**src/rtl/rgb_to_yuv_projective_assert.svh**
```systemverilog
// Assertion macros shared by the RTL; clk and arst_n must be in scope.
`ifndef RGB_TO_YUV_PROJECTIVE_ASSERT_SVH
`define RGB_TO_YUV_PROJECTIVE_ASSERT_SVH

// same-cycle implication
`define RYP_ASSERT_NOW(lbl, ante, cons, msg) \
	lbl: assert property (@(posedge clk) disable iff (!arst_n) (ante) |-> (cons)) else $error(msg);

// next-cycle implication
`define RYP_ASSERT_NEXT(lbl, ante, cons, msg) \
	lbl: assert property (@(posedge clk) disable iff (!arst_n) (ante) |=> (cons)) else $error(msg);

`endif

```
**src/rtl/ryp_pkg.sv**
```systemverilog
package ryp_pkg;

	localparam int SAMPLE_BITS_DEF = 16;
	localparam int FRAC_BITS_DEF   = 16;

	localparam int CFG_IDX_W  = 2;
	localparam int CFG_DATA_W = 16;
	localparam int MAXV_W     = 16;
	localparam int BIAS_W     = 10;
	localparam int K_W        = 11;
	localparam int BM_W       = 26;
	localparam int LUMA_W     = 17;
	localparam int CHROMA_W   = 18;
	localparam int QUOT_W     = 17;
	localparam int Q_DEPTH    = 4;

	localparam logic [CFG_IDX_W-1:0] REG_MAX_VALUE = 2'd0;
	localparam logic [CFG_IDX_W-1:0] REG_LUMA_BIAS = 2'd1;

	localparam logic [MAXV_W-1:0] MAXV_RST = 16'd255;
	localparam logic [BIAS_W-1:0] BIAS_RST = 10'd32;

	// coefficients in 1/1024 units
	localparam int C_YR  = 306;
	localparam int C_YG  = 601;
	localparam int C_YB  = 117;
	localparam int C_U   = 136;
	localparam int C_VR  = 169;
	localparam int C_VG  = 39;
	localparam int C_VB  = 130;
	localparam int K_ONE = 1024;

	localparam logic [LUMA_W-1:0]   LUMA_SAT   = 17'h1FFFF;
	localparam logic [CHROMA_W-1:0] CHROMA_POS = 18'h1FFFF;
	localparam logic [CHROMA_W-1:0] CHROMA_NEG = 18'h20000;

	typedef struct packed {
		logic v_s1;
		logic v_s2;
	} ryp_front_stat_t;

	function automatic int yw(input int sb);
		return sb + 10;
	endfunction

	function automatic int mw(input int sb);
		return sb + 8;
	endfunction

	function automatic int d2w(input int sb);
		return ((yw(sb) > BM_W) ? yw(sb) : BM_W) + 2;
	endfunction

	function automatic int pw(input int sb);
		return yw(sb) + MAXV_W + K_W + d2w(sb) + 2 * mw(sb) + 3;
	endfunction

endpackage

```
**src/rtl/ryp_queue.sv**
```systemverilog
module ryp_queue #(
	parameter int W     = 8,
	parameter int DEPTH = ryp_pkg::Q_DEPTH
) (
	input  logic         clk,
	input  logic         arst_n,
	input  logic         push,
	input  logic [W-1:0] wdata,
	input  logic         pop,
	output logic [W-1:0] rdata,
	output logic         empty,
	output logic         full
);

	localparam int AW = (DEPTH > 1) ? $clog2(DEPTH) : 1;
	localparam int CW = $clog2(DEPTH + 1);

	logic [W-1:0]  mem_q [DEPTH];
	logic [AW-1:0] wp_q;
	logic [AW-1:0] rp_q;
	logic [CW-1:0] cnt_q;
	logic          wr;
	logic          rd;

	assign empty = (cnt_q == '0);
	assign full  = (cnt_q == CW'(DEPTH));
	assign wr    = push && !full;
	assign rd    = pop && !empty;
	assign rdata = mem_q[rp_q];

	always_ff @(posedge clk or negedge arst_n) begin
		if (!arst_n) begin
			wp_q  <= '0;
			rp_q  <= '0;
			cnt_q <= '0;
		end else begin
			if (wr) begin
				wp_q <= (wp_q == AW'(DEPTH - 1)) ? '0 : wp_q + 1'b1;
			end
			if (rd) begin
				rp_q <= (rp_q == AW'(DEPTH - 1)) ? '0 : rp_q + 1'b1;
			end
			if (wr && !rd) begin
				cnt_q <= cnt_q + 1'b1;
			end else if (rd && !wr) begin
				cnt_q <= cnt_q - 1'b1;
			end
		end
	end

	always_ff @(posedge clk) begin
		if (wr) begin
			mem_q[wp_q] <= wdata;
		end
	end

endmodule

```
**config.mk**
```make
export PLATFORM = sky130hd
export DESIGN_NAME = ryp_queue
export DESIGN_NICKNAME = d
export VERILOG_FILES = /design/src/rtl/rgb_to_yuv_projective_assert.svh /design/src/rtl/ryp_pkg.sv /design/src/rtl/ryp_queue.sv
export SDC_FILE = /design/constraint.sdc
export NUM_CORES = 1
export LEC_CHECK = 0
export CORE_ASPECT_RATIO = 0.9
export CORE_UTILIZATION = 60
export DETAILED_ROUTE_END_ITERATION = 8
export DONT_BUFFER_PORTS = 1
export PLACE_DENSITY = 0.76
export SYNTH_ARGS = -nofsm -noshare
export SYNTH_HDL_FRONTEND = slang
export SYNTH_SLANG_ARGS = --single-unit
```
**constraint.sdc**
```tcl
create_clock -name clk -period 2.4 [get_ports clk]
set_clock_uncertainty 0.05 [all_clocks]
set_input_delay 0.36 -clock clk [delete_from_list [all_inputs] [get_ports clk]]
set_output_delay 0.36 -clock clk [all_outputs]
set_load 0.05 [all_outputs]
```
==> parameters.txt <==
Parameter                              Value

Status
  Run status    finished, violations left
  Failing checks    DRC

Floorplan
  Floorplan core area    0.00251 mm2
  Die Ht    51.3 um
  Die width    56.7 um
  Overall die area    0.00291 mm2
  Effective utilization at floorplan    64.5%
  I/O pin count    22
  Number of cell rows    17

Yosys
  Fraction of synthesized cell area taken by the top area cell type    59.4%
  Main combinational cell family by area after synthesis    multiplexers
  Sequential-to-total area share from yosys stat    70.2%
  Total number of yosys warnings    0
  Top cell type by total area after synthesis    sky130_fd_sc_hd__edfxtp_1
  Multiplexer share of the synthesized area    15.5%
  Syn avg cell area    20.5 um2
  Cell variety after synth    19
  Flop and latch count out of synthesis    39
  Nets in the synthesized netlist    98
  Synth Cell Area    0.00162 mm2
  Synthesized-area fraction occupied by ao, oa, aoi and oai cells    0%
  Area share of and/or/nand/nor cells after synthesis    5.49%
  Post-synthesis share of cell area spent on xor and xnor gates    1.62%
  Most area-consuming cells after synthesis    sky130_fd_sc_hd__edfxtp_1 (59%), sky130_fd_sc_hd__mux4_2 (11%), sky130_fd_sc_hd__dfrtp_1 (11%), sky130_fd_sc_hd__ha_1 (4.6%), sky130_fd_sc_hd__mux2_4 (3.7%)
  Gate count after technology mapping    79
  Adder and majority gate portion of the synthesized area    5.88%

Setup path
  Critical path buffer and inverter count    0
  Required arrival time at the worst endpoint    1990 ps
  Type of element launching the critical path    flip-flop
  Worst setup path category    flip-flop to primary output
  CP Cell Sequence    mux4_2
  Delay-heaviest family, CP    multiplexers
  Critical-path top delay cell    sky130_fd_sc_hd__mux4_2
  Highest net fanout along the worst path    11
  Crit path largest cell delay    750 ps
  Crit path DAT    1830 ps
  Element type at the critical path end    primary output

Final layout
  Final-stage net count    107
  Most common cell after layout, fill and taps aside    sky130_fd_sc_hd__edfxtp_1
  Fill cell instance count of the final layout    184
  Fraction of layout cells with a size suffix above 1    29.2%
  Antenna diodes    0
  Final Util    69.2%
  Total non-filler cell area in the finished layout    0.00174 mm2
  Synth-to-Final Area Change    7.42%
  Commonest cells after routing, fill and taps aside    sky130_fd_sc_hd__edfxtp_1 (32), sky130_fd_sc_hd__mux4_2 (8), sky130_fd_sc_hd__dfrtp_1 (7)

Clock network
  Buffers inserted by post-CTS timing repair    0
  H-tree depth    2
  Post-CTS resize count    0
  Maximum number of buffers from clock root to sink    2
  Count of clock tree sinks    39
  CTS tree    yes
  Cell at the root of the clock tree    sky130_fd_sc_hd__clkbuf_4
  CTS clock-pin slew for the worst setup and hold paths    110 ps
  Hold_buf cts    1
  Clk_lat worst skew    330 ps
  Number of buffers added by the clock tree synthesis step    5

Timing
  Setup TNS    0 ps
  Worst slew margin    60.6%
  RSZ-0062 raised after global routing    false
  Pins Over Slew Limit    0
  Minimum clock period after layout    2240 ps
  Final worst-path cycle share    93.2%
  Hold slack    62.9 ps
  Count of endpoints failing hold in the final timing report    0
  Final worst slack    164 ps
  # setup viols final    0
  Max frequency    447 MHz
  Slew of the pin with the lowest slew margin    591 ps

Routing
  Count of antenna-violating nets left after detailed routing    0
  Overall via count from detail_route    681
  Wire length per cell after detailed routing    20.0 um
  Vias per inst    5.82
  Remaining routing DRC violations    2
  Pre-Repair DR Iteration Count    6
  Routed wire length    2.34 mm
  Number of design-rule violations left by the first detailed-router iteration    21

Place
  Post-place setup slack    377 ps
  Final weighted congestion in routability-driven placement    0.759
  Post-DP HPWL    1.54 mm
  Number of input and output port buffers inserted    0
  Cell area reported after detailed placement    0.00168 mm2

Global route
  Via count of the first global-routing pass    750
  Initial antenna violation count    0
  Wire length of the first global-routing pass    3.81 mm
  Overflow left after global routing    0
  Largest net degree at the start of global routing    12
  Total track usage    19.6%

Power and ir drop
  Static Leak    0.633 nW
  Max rail drop VDD    659 uV
  Power density over the cells    1370 mW/mm2

Worst hold path
  Class of the tightest hold or removal check    primary input to flip-flop

Run
  Max capacitance violation total    0
==> routing by layer <==
metal	up-vias	part of all wire [%]	track usage, %	wire (um)
met5	-	0	0	0
met4	0	0.68	8.54	16
met3	2	5.8	9.11	135
met2	17	50	29.8	1160
met1	342	44	24.4	1020
li1	320	-	-	-
==> worst paths after layout <==
path / start / endpoint / slack [ps] / cells after the start
max: rp_q[0]$_DFFE_PN0P_ / rdata[0] / 160 / 1
max in group asynchronous: arst_n / cnt_q[1]$_DFFE_PN0P_ / 1730 / 1
min reg2reg: cnt_q[2]$_DFFE_PN0P_ / cnt_q[2]$_DFFE_PN0P_ / 530 / 1
min in group asynchronous: arst_n / wp_q[0]$_DFFE_PN0P_ / 300 / 1
min: wdata[0] / mem_q[1][0]$_DFFE_PP_ / 60 / 0
max reg2reg: cnt_q[1]$_DFFE_PN0P_ / cnt_q[2]$_DFFE_PN0P_ / 370 / 8
==> registers in the layout (all words and copies together) (netlist names) <==
signal	cells
wp_q	2
cnt_q	3
mem_q	32
rp_q	2
==> kinds of logic after synthesis <==
kind of cell | count (synthesis)
buffers and inverters | 5
adders and majority gates | 7
and+or+nand+nor | 12
DFF | 39
muxes | 13
xor gates and xnor gates | 3
==> per-stage QoR <==
stage,std cells,power (W)
2_1_floorplan,79,0.00194
3_3_place_gp,108,0.00206
3_5_place_dp,108,0.00209
4_1_cts,117,0.00240
5_1_grt,117,0.00251
6_report,117,0.00238
==> where the power goes <==
group          total [W]  internal [W]  leakage [nW]  switching (W)
logic           0.000972      0.000371         0.228       0.000601
registers        0.00109      0.000915         0.375       0.000176
clock network   0.000313      0.000114        0.0293       0.000199
==> area by class of cell <==
type	instances	area, um2	area share [%]
tap	28	35.0	2.02
timing repair buffer	4	32.5	1.87
sequential	39	1140	65.4
inverter	3	11.3	0.648
clock inverter	1	5.00	0.288
multi-input combinational	35	473	27.2
clock buffer	7	45.0	2.59
==> synth_stat cells (all sizes together) <==
cell,instances
xor2,2
dfrtp,7
edfxtp,32
nor2,4
nor3,1
nand2b,1
and2,3
clkbuf,1
nor2b,1
inv,3
xnor2,1
nand2,1
buf,1
nor3b,1
ha,6
fa,1
mux2,5
mux4,8
==> worst register-to-register path, stage by stage (launching register included) <==
cell	delay [ps]
sky130_fd_sc_hd__dfrtp_1	490
sky130_fd_sc_hd__nor3_4	220
sky130_fd_sc_hd__nand2b_4	170
sky130_fd_sc_hd__ha_1	170
sky130_fd_sc_hd__inv_1	60
sky130_fd_sc_hd__fa_1	370
sky130_fd_sc_hd__xor2_1	150
sky130_fd_sc_hd__nor2_1	120
sky130_fd_sc_hd__xor2_1	150
Note: power is estimated with default switching activity, not from simulation.
